[src/hdl/mbrtu_pkg.sv]
// Shared types, constants and the CRC step function for the Modbus RTU read slave.
`timescale 1ns / 1ps
`default_nettype none
package mbrtu_pkg;

  // Item codes on the input channel.
  localparam logic [1:0] OP_RX_BYTE   = 2'd0;
  localparam logic [1:0] OP_TICK      = 2'd1;
  localparam logic [1:0] OP_REG_WRITE = 2'd2;

  // Configuration register indexes.
  localparam logic [7:0] CFG_SLAVE_ADDRESS = 8'd0;
  localparam logic [7:0] CFG_IDLE_TICKS    = 8'd1;

  // Configuration reset values.
  localparam logic [7:0] SLAVE_ADDRESS_RST = 8'd1;
  localparam logic [7:0] IDLE_TICKS_RST    = 8'd5;

  // Protocol constants.
  localparam logic [15:0] CRC_INIT        = 16'hFFFF;
  localparam logic [15:0] CRC_POLY        = 16'hA001;
  localparam logic [7:0]  ADDR_BROADCAST  = 8'h00;
  localparam logic [7:0]  FC_READ_HOLDING = 8'h03;
  localparam logic [7:0]  FC_EXC_FLAG     = 8'h80;
  localparam logic [15:0] MAX_READ_COUNT  = 16'd125;
  localparam int          HEADER_LEN      = 6;
  localparam logic [8:0]  MIN_FRAME_LEN   = 9'd4;
  localparam logic [8:0]  MIN_READ_LEN    = 9'd8;

  // Exception codes.
  localparam logic [7:0] EXC_ILLEGAL_FUNCTION = 8'h01;
  localparam logic [7:0] EXC_ILLEGAL_ADDRESS  = 8'h02;
  localparam logic [7:0] EXC_ILLEGAL_VALUE    = 8'h03;

  // Response sequencer states.
  typedef enum logic [2:0] {
    ST_IDLE,
    ST_EVAL,
    ST_HEAD,
    ST_READ,
    ST_HIGH,
    ST_LOW,
    ST_CRC_LO,
    ST_CRC_HI
  } resp_state_t;

  // One byte of CRC-16, reflected polynomial, eight bit steps.
  function automatic logic [15:0] crc_feed(input logic [15:0] crc_in, input logic [7:0] data);
    logic [15:0] c;
    c = crc_in ^ {8'h00, data};
    for (int k = 0; k < 8; k++) begin
      if (c[0]) begin
        c = (c >> 1) ^ CRC_POLY;
      end else begin
        c = c >> 1;
      end
    end
    return c;
  endfunction

endpackage
`default_nettype wire

[src/hdl/mbrtu_in_if.sv]
// Input channel: received bytes, timer ticks and holding-register writes.
`timescale 1ns / 1ps
`default_nettype none
interface mbrtu_in_if;
  logic        valid;
  logic        ready;
  logic [1:0]  op;
  logic [7:0]  rx_byte;
  logic [15:0] reg_index;
  logic [15:0] reg_value;

  modport source(output valid, output op, output rx_byte, output reg_index,
                 output reg_value, input ready);
  modport sink(input valid, input op, input rx_byte, input reg_index,
               input reg_value, output ready);
endinterface
`default_nettype wire

[src/hdl/mbrtu_out_if.sv]
// Result channel: one response byte per word.
`timescale 1ns / 1ps
`default_nettype none
interface mbrtu_out_if;
  logic       valid;
  logic       ready;
  logic [7:0] tx_byte;
  logic       last;

  modport source(output valid, output tx_byte, output last, input ready);
  modport sink(input valid, input tx_byte, input last, output ready);
endinterface
`default_nettype wire

[src/hdl/mbrtu_cfg_if.sv]
// Configuration write channel: register index and write data.
`timescale 1ns / 1ps
`default_nettype none
interface mbrtu_cfg_if;
  logic       valid;
  logic       ready;
  logic [7:0] index;
  logic [7:0] data;

  modport source(output valid, output index, output data, input ready);
  modport sink(input valid, input index, input data, output ready);
endinterface
`default_nettype wire

[src/hdl/modbus_rtu_read_holding_slave_core.sv]
// Received bytes, ticks and register writes are taken only while the sequencer is idle.
// A frame-ending tick enters a check state, then streams the response: an exception
// is 5 bytes, a read of N registers is 5+2N bytes, and each register goes through
// the single read port of the register RAM (read, high, low states).
// Outside the check and read states, one output word goes out per cycle while out_if.ready stays high.
// Reset (synchronous) clears the frame, the config to address 1 / 5 ticks, and the valid bits.
`timescale 1ns / 1ps
`default_nettype none
module modbus_rtu_read_holding_slave_core #(
  parameter int NUM_REGS  = 16,
  parameter int RX_BUFFER = 64
) (
  input wire logic   clk,
  input wire logic   rst_n,
  mbrtu_in_if.sink   in_if,
  mbrtu_out_if.source out_if,
  mbrtu_cfg_if.sink  cfg_if
);

  localparam int IDX_W = (NUM_REGS > 1) ? $clog2(NUM_REGS) : 1;
  localparam int CNT_W = $clog2(NUM_REGS + 1);
  localparam int FL_W  = $clog2(RX_BUFFER);
  localparam logic [FL_W-1:0] FL_MAX = FL_W'(RX_BUFFER - 1);

  // Configuration registers.
  logic [7:0] slave_addr_r;
  logic [7:0] idle_ticks_r;

  // Frame capture state.
  logic [FL_W-1:0] frame_len_r, frame_len_nxt;
  logic [7:0]      idle_cnt_r, idle_cnt_nxt;
  logic [5:0][7:0] hdr_r, hdr_nxt;
  logic [1:0][7:0] tail_r, tail_nxt;
  logic [15:0]     crc_lag_r, crc_lag_nxt;

  // Response sequencer state.
  mbrtu_pkg::resp_state_t state_r, state_nxt;
  logic [1:0]       hd_cnt_r, hd_cnt_nxt;
  logic             exc_r, exc_nxt;
  logic [7:0]       rsp_addr_r, rsp_addr_nxt;
  logic [7:0]       rsp_fc_r, rsp_fc_nxt;
  logic [7:0]       rsp_third_r, rsp_third_nxt;
  logic [IDX_W-1:0] ptr_r, ptr_nxt;
  logic [CNT_W-1:0] remain_r, remain_nxt;
  logic [15:0]      crc_tx_r, crc_tx_nxt;

  // Output register.
  logic       out_valid_r, out_valid_nxt;
  logic [7:0] out_byte_r, out_byte_nxt;
  logic       out_last_r, out_last_nxt;

  // Register file: RAM plus one valid bit per entry.
  logic [NUM_REGS-1:0] reg_vld_r, reg_vld_nxt;
  logic                rd_vld_r, rd_vld_nxt;
  logic                ram_we;
  logic [IDX_W-1:0]    ram_waddr;
  logic                ram_re;
  logic [15:0]         ram_rdata;
  logic [15:0]         rd_word;

  // Handshake and frame check helpers.
  logic        in_fire;
  logic        slot_free;
  logic [7:0]  idle_inc;
  logic [15:0] req_start;
  logic [15:0] req_count;
  logic [16:0] req_end;
  logic        frame_drop;
  logic        load_en;
  logic        load_feed;
  logic [7:0]  load_byte;
  logic        load_last;

  assign in_if.ready  = (state_r == mbrtu_pkg::ST_IDLE);
  assign in_fire      = in_if.valid && in_if.ready;
  assign cfg_if.ready = 1'b1;
  assign slot_free    = !out_valid_r || out_if.ready;

  assign out_if.valid   = out_valid_r;
  assign out_if.tx_byte = out_byte_r;
  assign out_if.last    = out_last_r;

  assign idle_inc  = idle_cnt_r + 8'd1;
  assign req_start = {hdr_r[2], hdr_r[3]};
  assign req_count = {hdr_r[4], hdr_r[5]};
  assign req_end   = {1'b0, req_start} + {1'b0, req_count};
  assign rd_word   = rd_vld_r ? ram_rdata : 16'h0000;

  // A frame is dropped when short, when its CRC fails or when it is for another station.
  assign frame_drop = (9'(frame_len_r) < mbrtu_pkg::MIN_FRAME_LEN) ||
                      ({tail_r[1], tail_r[0]} != crc_lag_r) ||
                      ((hdr_r[0] != slave_addr_r) && (hdr_r[0] != mbrtu_pkg::ADDR_BROADCAST));

  // Register writes from the input channel go to the RAM when in range.
  assign ram_we    = in_fire && (in_if.op == mbrtu_pkg::OP_REG_WRITE) &&
                     (in_if.reg_index < 16'(NUM_REGS));
  assign ram_waddr = in_if.reg_index[IDX_W-1:0];
  assign ram_re    = (state_r == mbrtu_pkg::ST_READ);

  mbrtu_ram #(
    .WIDTH(16),
    .DEPTH(NUM_REGS)
  ) u_regs (
    .clk  (clk),
    .we   (ram_we),
    .waddr(ram_waddr),
    .wdata(in_if.reg_value),
    .re   (ram_re),
    .raddr(ptr_r),
    .rdata(ram_rdata)
  );

  // Configuration writes.
  always_ff @(posedge clk) begin
    if (!rst_n) begin
      slave_addr_r <= mbrtu_pkg::SLAVE_ADDRESS_RST;
      idle_ticks_r <= mbrtu_pkg::IDLE_TICKS_RST;
    end else if (cfg_if.valid && cfg_if.ready) begin
      case (cfg_if.index)
        mbrtu_pkg::CFG_SLAVE_ADDRESS: slave_addr_r <= cfg_if.data;
        mbrtu_pkg::CFG_IDLE_TICKS:    idle_ticks_r <= cfg_if.data;
        default: ;
      endcase
    end
  end

  // Next state: frame capture, frame check and response sequencing.
  always_comb begin
    state_nxt     = state_r;
    frame_len_nxt = frame_len_r;
    idle_cnt_nxt  = idle_cnt_r;
    hdr_nxt       = hdr_r;
    tail_nxt      = tail_r;
    crc_lag_nxt   = crc_lag_r;
    hd_cnt_nxt    = hd_cnt_r;
    exc_nxt       = exc_r;
    rsp_addr_nxt  = rsp_addr_r;
    rsp_fc_nxt    = rsp_fc_r;
    rsp_third_nxt = rsp_third_r;
    ptr_nxt       = ptr_r;
    remain_nxt    = remain_r;
    crc_tx_nxt    = crc_tx_r;
    reg_vld_nxt   = reg_vld_r;
    rd_vld_nxt    = rd_vld_r;
    load_en       = 1'b0;
    load_feed     = 1'b0;
    load_byte     = 8'h00;
    load_last     = 1'b0;

    case (state_r)
      mbrtu_pkg::ST_IDLE: begin
        if (in_fire) begin
          case (in_if.op)
            mbrtu_pkg::OP_RX_BYTE: begin
              // Bytes past the buffer are dropped and leave the idle count alone.
              if (frame_len_r < FL_MAX) begin
                if (9'(frame_len_r) < 9'(mbrtu_pkg::HEADER_LEN)) begin
                  hdr_nxt[frame_len_r[2:0]] = in_if.rx_byte;
                end
                if (9'(frame_len_r) >= 9'd2) begin
                  crc_lag_nxt = mbrtu_pkg::crc_feed(crc_lag_r, tail_r[0]);
                  tail_nxt[0] = tail_r[1];
                  tail_nxt[1] = in_if.rx_byte;
                end else begin
                  tail_nxt[frame_len_r[0]] = in_if.rx_byte;
                end
                frame_len_nxt = frame_len_r + FL_W'(1);
                idle_cnt_nxt  = 8'd0;
              end
            end
            mbrtu_pkg::OP_TICK: begin
              if (frame_len_r != '0) begin
                if (idle_inc >= idle_ticks_r) begin
                  idle_cnt_nxt = 8'd0;
                  state_nxt    = mbrtu_pkg::ST_EVAL;
                end else begin
                  idle_cnt_nxt = idle_inc;
                end
              end else begin
                idle_cnt_nxt = 8'd0;
              end
            end
            mbrtu_pkg::OP_REG_WRITE: begin
              if (ram_we) begin
                reg_vld_nxt[ram_waddr] = 1'b1;
              end
            end
            default: ;
          endcase
        end
      end

      mbrtu_pkg::ST_EVAL: begin
        // The frame ends here whatever the outcome.
        frame_len_nxt = '0;
        idle_cnt_nxt  = 8'd0;
        crc_lag_nxt   = mbrtu_pkg::CRC_INIT;
        rsp_addr_nxt  = hdr_r[0];
        crc_tx_nxt    = mbrtu_pkg::CRC_INIT;
        hd_cnt_nxt    = 2'd0;
        exc_nxt       = 1'b1;
        rsp_fc_nxt    = hdr_r[1] | mbrtu_pkg::FC_EXC_FLAG;
        rsp_third_nxt = mbrtu_pkg::EXC_ILLEGAL_VALUE;
        ptr_nxt       = req_start[IDX_W-1:0];
        remain_nxt    = req_count[CNT_W-1:0];
        if (frame_drop) begin
          state_nxt = mbrtu_pkg::ST_IDLE;
        end else begin
          state_nxt = mbrtu_pkg::ST_HEAD;
          if (hdr_r[1] != mbrtu_pkg::FC_READ_HOLDING) begin
            rsp_third_nxt = mbrtu_pkg::EXC_ILLEGAL_FUNCTION;
          end else if (9'(frame_len_r) < mbrtu_pkg::MIN_READ_LEN) begin
            rsp_third_nxt = mbrtu_pkg::EXC_ILLEGAL_VALUE;
          end else if (req_end > 17'(NUM_REGS)) begin
            rsp_third_nxt = mbrtu_pkg::EXC_ILLEGAL_ADDRESS;
          end else if ((req_count == 16'd0) || (req_count > mbrtu_pkg::MAX_READ_COUNT)) begin
            rsp_third_nxt = mbrtu_pkg::EXC_ILLEGAL_VALUE;
          end else begin
            exc_nxt       = 1'b0;
            rsp_fc_nxt    = mbrtu_pkg::FC_READ_HOLDING;
            rsp_third_nxt = {hdr_r[5][6:0], 1'b0};
          end
        end
      end

      mbrtu_pkg::ST_HEAD: begin
        // Address, function and byte count or exception code.
        if (slot_free) begin
          load_en   = 1'b1;
          load_feed = 1'b1;
          case (hd_cnt_r)
            2'd0:    load_byte = rsp_addr_r;
            2'd1:    load_byte = rsp_fc_r;
            default: load_byte = rsp_third_r;
          endcase
          if (hd_cnt_r == 2'd2) begin
            state_nxt = exc_r ? mbrtu_pkg::ST_CRC_LO : mbrtu_pkg::ST_READ;
          end else begin
            hd_cnt_nxt = hd_cnt_r + 2'd1;
          end
        end
      end

      mbrtu_pkg::ST_READ: begin
        // RAM read issued this cycle; data arrives in the next.
        rd_vld_nxt = reg_vld_r[ptr_r];
        state_nxt  = mbrtu_pkg::ST_HIGH;
      end

      mbrtu_pkg::ST_HIGH: begin
        if (slot_free) begin
          load_en   = 1'b1;
          load_feed = 1'b1;
          load_byte = rd_word[15:8];
          state_nxt = mbrtu_pkg::ST_LOW;
        end
      end

      mbrtu_pkg::ST_LOW: begin
        if (slot_free) begin
          load_en    = 1'b1;
          load_feed  = 1'b1;
          load_byte  = rd_word[7:0];
          ptr_nxt    = ptr_r + IDX_W'(1);
          remain_nxt = remain_r - CNT_W'(1);
          state_nxt  = (remain_r == CNT_W'(1)) ? mbrtu_pkg::ST_CRC_LO : mbrtu_pkg::ST_READ;
        end
      end

      mbrtu_pkg::ST_CRC_LO: begin
        if (slot_free) begin
          load_en   = 1'b1;
          load_byte = crc_tx_r[7:0];
          state_nxt = mbrtu_pkg::ST_CRC_HI;
        end
      end

      mbrtu_pkg::ST_CRC_HI: begin
        if (slot_free) begin
          load_en   = 1'b1;
          load_byte = crc_tx_r[15:8];
          load_last = 1'b1;
          state_nxt = mbrtu_pkg::ST_IDLE;
        end
      end

      default: state_nxt = mbrtu_pkg::ST_IDLE;
    endcase

    // Running CRC over the response bytes.
    if (load_en && load_feed) begin
      crc_tx_nxt = mbrtu_pkg::crc_feed(crc_tx_r, load_byte);
    end

    // Output register: load a new word or drop the one just taken.
    out_valid_nxt = out_valid_r && !out_if.ready;
    out_byte_nxt  = out_byte_r;
    out_last_nxt  = out_last_r;
    if (load_en) begin
      out_valid_nxt = 1'b1;
      out_byte_nxt  = load_byte;
      out_last_nxt  = load_last;
    end
  end

  // Control registers with reset.
  always_ff @(posedge clk) begin
    if (!rst_n) begin
      state_r     <= mbrtu_pkg::ST_IDLE;
      frame_len_r <= '0;
      idle_cnt_r  <= 8'd0;
      hdr_r       <= '0;
      tail_r      <= '0;
      crc_lag_r   <= mbrtu_pkg::CRC_INIT;
      reg_vld_r   <= '0;
      out_valid_r <= 1'b0;
    end else begin
      state_r     <= state_nxt;
      frame_len_r <= frame_len_nxt;
      idle_cnt_r  <= idle_cnt_nxt;
      hdr_r       <= hdr_nxt;
      tail_r      <= tail_nxt;
      crc_lag_r   <= crc_lag_nxt;
      reg_vld_r   <= reg_vld_nxt;
      out_valid_r <= out_valid_nxt;
    end
  end

  // Payload registers of the sequencer and output stage.
  always_ff @(posedge clk) begin
    hd_cnt_r    <= hd_cnt_nxt;
    exc_r       <= exc_nxt;
    rsp_addr_r  <= rsp_addr_nxt;
    rsp_fc_r    <= rsp_fc_nxt;
    rsp_third_r <= rsp_third_nxt;
    ptr_r       <= ptr_nxt;
    remain_r    <= remain_nxt;
    crc_tx_r    <= crc_tx_nxt;
    rd_vld_r    <= rd_vld_nxt;
    out_byte_r  <= out_byte_nxt;
    out_last_r  <= out_last_nxt;
  end

  // The frame buffer count never passes its limit.
  a_frame_len_limit: assert property (@(posedge clk) disable iff (!rst_n)
    frame_len_r <= FL_MAX)
    else $error("frame length beyond buffer limit");

  // The check cycle always restarts frame capture.
  a_eval_clears_frame: assert property (@(posedge clk) disable iff (!rst_n)
    (state_r == mbrtu_pkg::ST_EVAL) |=>
      (frame_len_r == '0) && (crc_lag_r == mbrtu_pkg::CRC_INIT))
    else $error("frame state not cleared after frame check");

  // Register reads stay inside the register file.
  a_read_in_range: assert property (@(posedge clk) disable iff (!rst_n)
    (state_r == mbrtu_pkg::ST_READ) |-> (32'(ptr_r) < NUM_REGS))
    else $error("register read address out of range");

  // The final CRC byte closes the response and frees the input.
  a_last_closes: assert property (@(posedge clk) disable iff (!rst_n)
    ((state_r == mbrtu_pkg::ST_CRC_HI) && slot_free) |=>
      (out_valid_r && out_last_r && (state_r == mbrtu_pkg::ST_IDLE)))
    else $error("final response byte not marked last");

endmodule
`default_nettype wire

[src/hdl/mbrtu_ram.sv]
// Generic single-write, single-read RAM with registered read data.
`timescale 1ns / 1ps
`default_nettype none
module mbrtu_ram #(
  parameter int WIDTH = 16,
  parameter int DEPTH = 16
) (
  input  wire logic                                       clk,
  input  wire logic                                       we,
  input  wire logic [((DEPTH > 1) ? $clog2(DEPTH) : 1)-1:0] waddr,
  input  wire logic [WIDTH-1:0]                           wdata,
  input  wire logic                                       re,
  input  wire logic [((DEPTH > 1) ? $clog2(DEPTH) : 1)-1:0] raddr,
  output logic      [WIDTH-1:0]                           rdata
);

  logic [WIDTH-1:0] mem [DEPTH];

  // Write port and registered read port.
  always_ff @(posedge clk) begin
    if (we) begin
      mem[waddr] <= wdata;
    end
    if (re) begin
      rdata <= mem[raddr];
    end
  end

endmodule
`default_nettype wire
[src/flat_wrapper.sv]
// flat-port wrapper written by rule: the top's interface ports become plain ports
module modbus_rtu_read_holding_slave_core_flat 
#(
  parameter int NUM_REGS  = 16,
  parameter int RX_BUFFER = 64
)
  (clk, rst_n, in_if_valid, in_if_op, in_if_rx_byte, in_if_reg_index, in_if_reg_value, in_if_ready, out_if_valid, out_if_tx_byte, out_if_last, out_if_ready, cfg_if_valid, cfg_if_index, cfg_if_data, cfg_if_ready);
  mbrtu_in_if in_if_i ();
  mbrtu_out_if out_if_i ();
  mbrtu_cfg_if cfg_if_i ();
  input wire logic clk;
  input wire logic rst_n;
  input wire logic [$bits(in_if_i.valid)-1:0] in_if_valid;
  input wire logic [$bits(in_if_i.op)-1:0] in_if_op;
  input wire logic [$bits(in_if_i.rx_byte)-1:0] in_if_rx_byte;
  input wire logic [$bits(in_if_i.reg_index)-1:0] in_if_reg_index;
  input wire logic [$bits(in_if_i.reg_value)-1:0] in_if_reg_value;
  output wire logic [$bits(in_if_i.ready)-1:0] in_if_ready;
  output wire logic [$bits(out_if_i.valid)-1:0] out_if_valid;
  output wire logic [$bits(out_if_i.tx_byte)-1:0] out_if_tx_byte;
  output wire logic [$bits(out_if_i.last)-1:0] out_if_last;
  input wire logic [$bits(out_if_i.ready)-1:0] out_if_ready;
  input wire logic [$bits(cfg_if_i.valid)-1:0] cfg_if_valid;
  input wire logic [$bits(cfg_if_i.index)-1:0] cfg_if_index;
  input wire logic [$bits(cfg_if_i.data)-1:0] cfg_if_data;
  output wire logic [$bits(cfg_if_i.ready)-1:0] cfg_if_ready;
  assign in_if_i.valid = in_if_valid;
  assign in_if_i.op = in_if_op;
  assign in_if_i.rx_byte = in_if_rx_byte;
  assign in_if_i.reg_index = in_if_reg_index;
  assign in_if_i.reg_value = in_if_reg_value;
  assign in_if_ready = in_if_i.ready;
  assign out_if_valid = out_if_i.valid;
  assign out_if_tx_byte = out_if_i.tx_byte;
  assign out_if_last = out_if_i.last;
  assign out_if_i.ready = out_if_ready;
  assign cfg_if_i.valid = cfg_if_valid;
  assign cfg_if_i.index = cfg_if_index;
  assign cfg_if_i.data = cfg_if_data;
  assign cfg_if_ready = cfg_if_i.ready;
  modbus_rtu_read_holding_slave_core #(.NUM_REGS(NUM_REGS), .RX_BUFFER(RX_BUFFER)) u_core (.clk(clk), .rst_n(rst_n), .in_if(in_if_i), .out_if(out_if_i), .cfg_if(cfg_if_i));
endmodule
[config.mk]
export PLATFORM = sky130hd
export DESIGN_NAME = modbus_rtu_read_holding_slave_core_flat
export DESIGN_NICKNAME = d
export VERILOG_FILES = /design/src/hdl/mbrtu_pkg.sv /design/src/hdl/mbrtu_in_if.sv /design/src/hdl/mbrtu_out_if.sv /design/src/hdl/mbrtu_cfg_if.sv /design/src/hdl/modbus_rtu_read_holding_slave_core.sv /design/src/hdl/mbrtu_ram.sv /design/src/flat_wrapper.sv
export SDC_FILE = /design/constraint.sdc
export NUM_CORES = 1
export LEC_CHECK = 0
export BUFFER_PORTS_ARGS = -buffer_cell sky130_fd_sc_hd__buf_2
export CAP_MARGIN = 20
export CORE_MARGIN = 2
export CORE_UTILIZATION = 40
export CTS_CLUSTER_SIZE = 12
export DETAILED_ROUTE_END_ITERATION = 6
export SYNTH_ARGS = -nofsm -noshare
export SYNTH_HDL_FRONTEND = slang
export SYNTH_SLANG_ARGS = --single-unit
[constraint.sdc]
create_clock -name clk -period 9.85 [get_ports clk]
set_clock_uncertainty 0.2 [all_clocks]
set_input_delay 1.4775 -clock clk [delete_from_list [all_inputs] [get_ports clk]]
set_output_delay 1.4775 -clock clk [all_outputs]
set_load 0.01 [all_outputs]
Word level (Yosys, flattened, before mapping)
Memory sizes are Yosys's and may differ from the RTL's. A register that Yosys moved wholly into a read port is not among the register bits.
Index checks and enable logic that the tools add are counted.
{ "word_totals": {"latch_bits": 0, "elab_cells": 277, "mem_bits_ro": 0, "mem_bits_rw": 256, "inputBits": 63, "out_inout_bits": 12, "register_bits": 192, "memories": 1} }
{ "op_classes": {"mux": 131, "shifts": 0, "n_lt_le_gt_ge": 16, "n_reduce_logical": 42, "n_eq_ne": 32, "n_div": 0, "add_sub_neg": 6, "bitwise_logic": 19, "mul": 0} }
{ "memory_table": {"columns": ["memory", "words", "word_bits", "read_ports", "rd_clocked_by_memory_dff", "write_ports", "line_no", "rtl"], "rows": [
  ["u_core.u_regs.mem", 16, 16, 1, 1, 1, "mbrtu_ram.sv:17", "logic [WIDTH-1:0] mem [DEPTH];"]
]} }
{ "op_table": {"columns": ["cell", "n"], "rows": [
  ["2-to-1 mux 16 bit", 66],
  ["2-to-1 mux 8 bit", 12],
  ["bitwise mux 48 bit", 1],
  ["NOT 2 -> 3 bit", 16],
  ["one-hot mux 8 bit (2 select lines)", 3],
  ["one-hot mux 8 bit (5 select lines)", 1],
  ["2-to-1 mux 3 bit", 12],
  ["one-hot mux 16 bit (2 select lines)", 1],
  ["bitwise XOR 16 x 8 -> 16 bit", 2],
  ["2-to-1 mux 7 bit", 4],
  ["demux 8 bit (select 3 bit)", 1],
  ["one-hot mux 3 bit (8 select lines)", 1],
  ["2-to-1 mux 6 bit", 3],
  ["adder 16 x 16 -> 17 bit", 1],
  ["greater-than comparator 17 x 5 -> 1 bit (second input constant)", 1],
  ["bitwise mux 16 bit", 1],
  ["greater-than comparator 16 x 7 -> 1 bit (second input constant)", 1],
  ["logical NOT 16 bit", 1],
  ["< comparator 16 x 5 -> 1 bit (second input constant)", 1],
  ["!= test 16 bit", 1],
  ["!= test 2 bit (second input constant)", 8],
  ["OR 16 bit", 1],
  ["AND reduction 4 bit", 4],
  ["2-to-1 mux 2 bit", 7],
  ["53 further kinds", 96]
]} }

Depth between registers and ports, before layout
{ "logic_depth": {"ltp_word": 57, "depth_mapped": 12, "mapped_depth_nobuf": 11} }

Cells and area by module
A second synthesis with hierarchy kept.
{ "unflattened": {"hier_cells": 1446, "hier_area_um2": 20327.0} }
{ "modules_own_cells": {"columns": ["module", "area_each_um2", "cells_per_inst", "n_inst"], "rows": [
  ["mbrtu_ram", 10202.3, 432, 1],
  ["modbus_rtu_read_holding_slave_core", 10124.7, 1014, 1]
]} }

Worst setup path after synthesis
Ideal clock, no wire load.
{ "synth_timing": {"path_kind": "in2reg", "start": "input in_if_reg_index[12]", "end": "memory u_core.u_regs.mem[0][0], enable pin", "cell_stages": 5, "arrival_time_ns": 4.294, "required_time_ns": 9.210, "slack_ns": 4.916, "path_buffers": 0, "cell_sequence": "or4_1 nor3_1 nand4_1 nor2_1 nor4b_1"} }
{ "synth_between": {"elab_chain_cells": 4} }
{ "synth_lines": {"columns": ["item", "line_no", "rtl"], "rows": [
  ["from (decl)", "flat_wrapper.sv:16", "input wire logic [$bits(in_if_i.reg_index)-1:0] in_if_reg_index;"],
  ["< comparator 16 x 5 -> 1 bit", "modbus_rtu_read_holding_slave_core.sv:96", "(in_if.reg_index < 16'(NUM_REGS));"],
  ["logical AND 1 bit", "modbus_rtu_read_holding_slave_core.sv:95", "assign ram_we = in_fire && (in_if.op == mbrtu_pkg::OP_REG_WRITE) &&"],
  ["2-to-1 mux 1 bit", "mbrtu_ram.sv:21", "if (we) begin"],
  ["2-to-1 mux 1 bit (not written as such)", "mbrtu_ram.sv:22", "mem[waddr] <= wdata;"],
  ["to (decl)", "mbrtu_ram.sv:17", null]
]} }
Every way passes these cells.

Worst setup path in the final report
{ "layout_timing": {"start": "input in_if_reg_index[12]", "end": "memory u_core.u_regs.mem[6][1], enable pin"} }
The elaborated chain is that of the path after synthesis.

==> results.toml <==
[outcome]
status = "complete, no violations"

[place]
dp_hpwl_mm = 30.36
portBuffers = 73
dpl_cell_area_um2 = 21250
gp_congestion = 0.8328

[floorplan]
row_count = 82
ios = 75
die_w_um = 228.2
core_um2 = 49860
die_area_um2 = 52090
fp.dieH_um = 228.2
start_util_pct = 40.33

[yosys]
synth_area_um2 = 20110
async_flop_share_pct = 0
ys_ff_latch = 463
synth.distinct_cells = 74
syn_inst = 1369
synth_ff_type = "edfxtp_1"
ys_seq_area_share_pct = 62.66
yosysWarnings = 0
synth-edff-count = 333
synth_nets = 1470
synth.avg_cell_area_um2 = 14.69

[finish]
drive_gt1_share_pct = 19.95
final-seq-area_um2 = 12600
final_area_um2 = 22920
areaGrowthSynthToFinish_pct = 13.94
antenna_cells = 0
nNetsFinal = 1551
fillers = 4449
multi_input_area_um2 = 7204
final_common_cell = "edfxtp_1"
mostFrequentLayoutCells = "edfxtp_1, dfxtp_1, mux2i_1, mux4_2, nor2b_1"

[clock_tree]
clk_latency_ns = 0.62
cts_setup_buffers = 0
cts_buffers = 51
cts_sinks = 463
htree_levels = 2
cts_buffer_depth = 3
cts_root_buffer = "clkbuf_16"
cts.clk_slew.worst_paths_ns = 0.06
cts_resized = 0
cts_tree = "yes"
cts_hold_buf = 0

[timing]
slew_headroom_pct = 32.15
setup-tns-final_ns = 0
fin_crit_ns = 3.878
holdWs_ns = 0.2423
tightest_slew_ns = 1.018
finalCritPeriodShare_pct = 39.37
report.final.slew_viol_count = 0
fmax_mhz = 257.9
hold_violations = 0
setup_viol = 0
rsz0062_at_grt = "false"

[global_routing]
antenna_found_initial = 2
grt_use_total_pct = 17.75
grt_pass1_wl_mm = 70.99
grt_pass1_vias = 11730
grt_overflow_total = 0
grt_max_degree = 71

[route]
firstDrtPassIters = 7
drc = 0
vias = 11450
wl_per_cell_um = 21.14
routed_wl_mm = 45.69
ant_nets = 0
routed_via_density = 5.297
drt_iter0_drc = 883

[power_and_ir_drop]
leakage_nw = 7.836
power_mw = 4.047
ir_worst_vdd_v = 0.0001498
p_per_area_nw_per_um2 = 176.6

[setup_path]
worstSetupPathType = "input port to flop"
ff2ff_setup_slack_ns = 6.14
worstPathArrival_ns = 3.88
cp_max_fo = 17
end_kind = "flop"
start_kind = "input port"
crit_required_ns = 9.85

[min_path]
hp-class = "flop to flop"

[flow_run]
max_cap_viol_count = 0
[layer usage]
metal	GRT usage, %	vias to the layer above	wire length (um)
li1	-	5368	-
met1	25.24	5749	21140
met2	28.02	273	21290
met3	3.250	57	2413
met4	4.922	0	846
met5	0	-	0
[area by class of cell]
type | count | area share [%]
Clock buffer | 72 | 6.175
Clock inverter | 20 | 1.087
Inverter | 25 | 0.4095
Multi-Input combinational cell | 817 | 31.44
Sequential cell | 463 | 54.99
Tap cell | 672 | 3.669
Timing Repair Buffer | 92 | 2.228
[Yosys cell counts (6+ instances only)]
master | count | area share, %
mux4_2 | 85 | 9.5
buf_2 | 6 | 0.15
and2_1 | 13 | 0.40
xor2_1 | 26 | 1.1
ha_1 | 37 | 2.3
mux2i_1 | 90 | 4.5
dfxtp_1 | 130 | 13
o21ai_1 | 11 | 0.27
xnor2_2 | 7 | 0.57
and3_1 | 15 | 0.47
nor2_1 | 45 | 0.84
o22ai_1 | 10 | 0.31
nand3_1 | 10 | 0.25
nand4_1 | 11 | 0.34
inv_1 | 21 | 0.39
edfxtp_1 | 333 | 50
a21boi_0 | 6 | 0.22
nor3_1 | 28 | 0.70
a21o_1 | 11 | 0.41
o21ai_0 | 32 | 0.80
buf_1 | 9 | 0.17
nand2b_1 | 12 | 0.37
a21oi_1 | 40 | 1.0
nand2_1 | 75 | 1.4
xnor2_1 | 44 | 1.9
o211a_1 | 8 | 0.40
nor4_1 | 12 | 0.37
a22oi_1 | 11 | 0.41
o21a_1 | 25 | 0.93
nor2b_1 | 82 | 2.6
clkbuf_1 | 45 | 0.84
[registers in the layout, indices dropped and copies added, names as in the netlist, 16 cells and up]
| register | flops |
|---|---|
| u_core.reg_vld_r | 16 |
| u_core.crc_tx_r | 16 |
| u_core.hdr_r | 48 |
| u_core.crc_lag_r | 16 |
| u_core.u_regs.mem | 256 |
| u_core.u_regs.rdata | 16 |
| u_core.tail_r | 16 |
[worst max-delay path: stages]
cell	delay [ns]
buf_2	0.09
or4_1	0.50
nor3_1	0.20
nand4_1	0.39
nor2_1	0.23
nand2_1	0.17
nor2_2	0.81
[cell families after synthesis]
logic type,share of synthesized area [%]
DFF,62.66
and+or+nand+nor,9.338
AOI/OAI and AO/OA,5.916
muxes,14.11
buffers and inverters,1.829
xor gates and xnor gates,3.727
adders and majority gates,2.401
other,0.01865
[final timing paths]
path | startpoint | endpoint | cells past startpoint
setup / recovery | in_if_reg_index[12] | u_core.u_regs.mem[6][1]$_DFFE_PP_ | 7
hold / removal | u_core.hdr_r[11]$_SDFFE_PN0P_ | u_core.rsp_fc_r[3]$_DFFE_PP_ | 0
setup reg to reg | u_core.hdr_r[40]$_SDFFE_PN0P_ | u_core.rsp_fc_r[7]$_SDFFCE_PP1P_ | 11
hold reg to reg | u_core.hdr_r[11]$_SDFFE_PN0P_ | u_core.rsp_fc_r[3]$_DFFE_PP_ | 0
[power by group]
part	leakage, nW	switching [mW]	internal, mW
registers	4.04	0.00474	2.08
clock network	0.797	0.780	1.09
logic	3.00	0.0615	0.0317
total	7.84	0.846	3.20
[through the flow]
stage	instances	setup WS [ns]	utilization, %
detailed placement	2069	5.337	42.62
global route	2161	5.730	45.96
global placement	2068	5.371	42.61
CTS	2161	5.950	45.96
floorplan	1369	4.916	-
finish	2161	5.972	45.96
(Power assumes the default switching activity.)
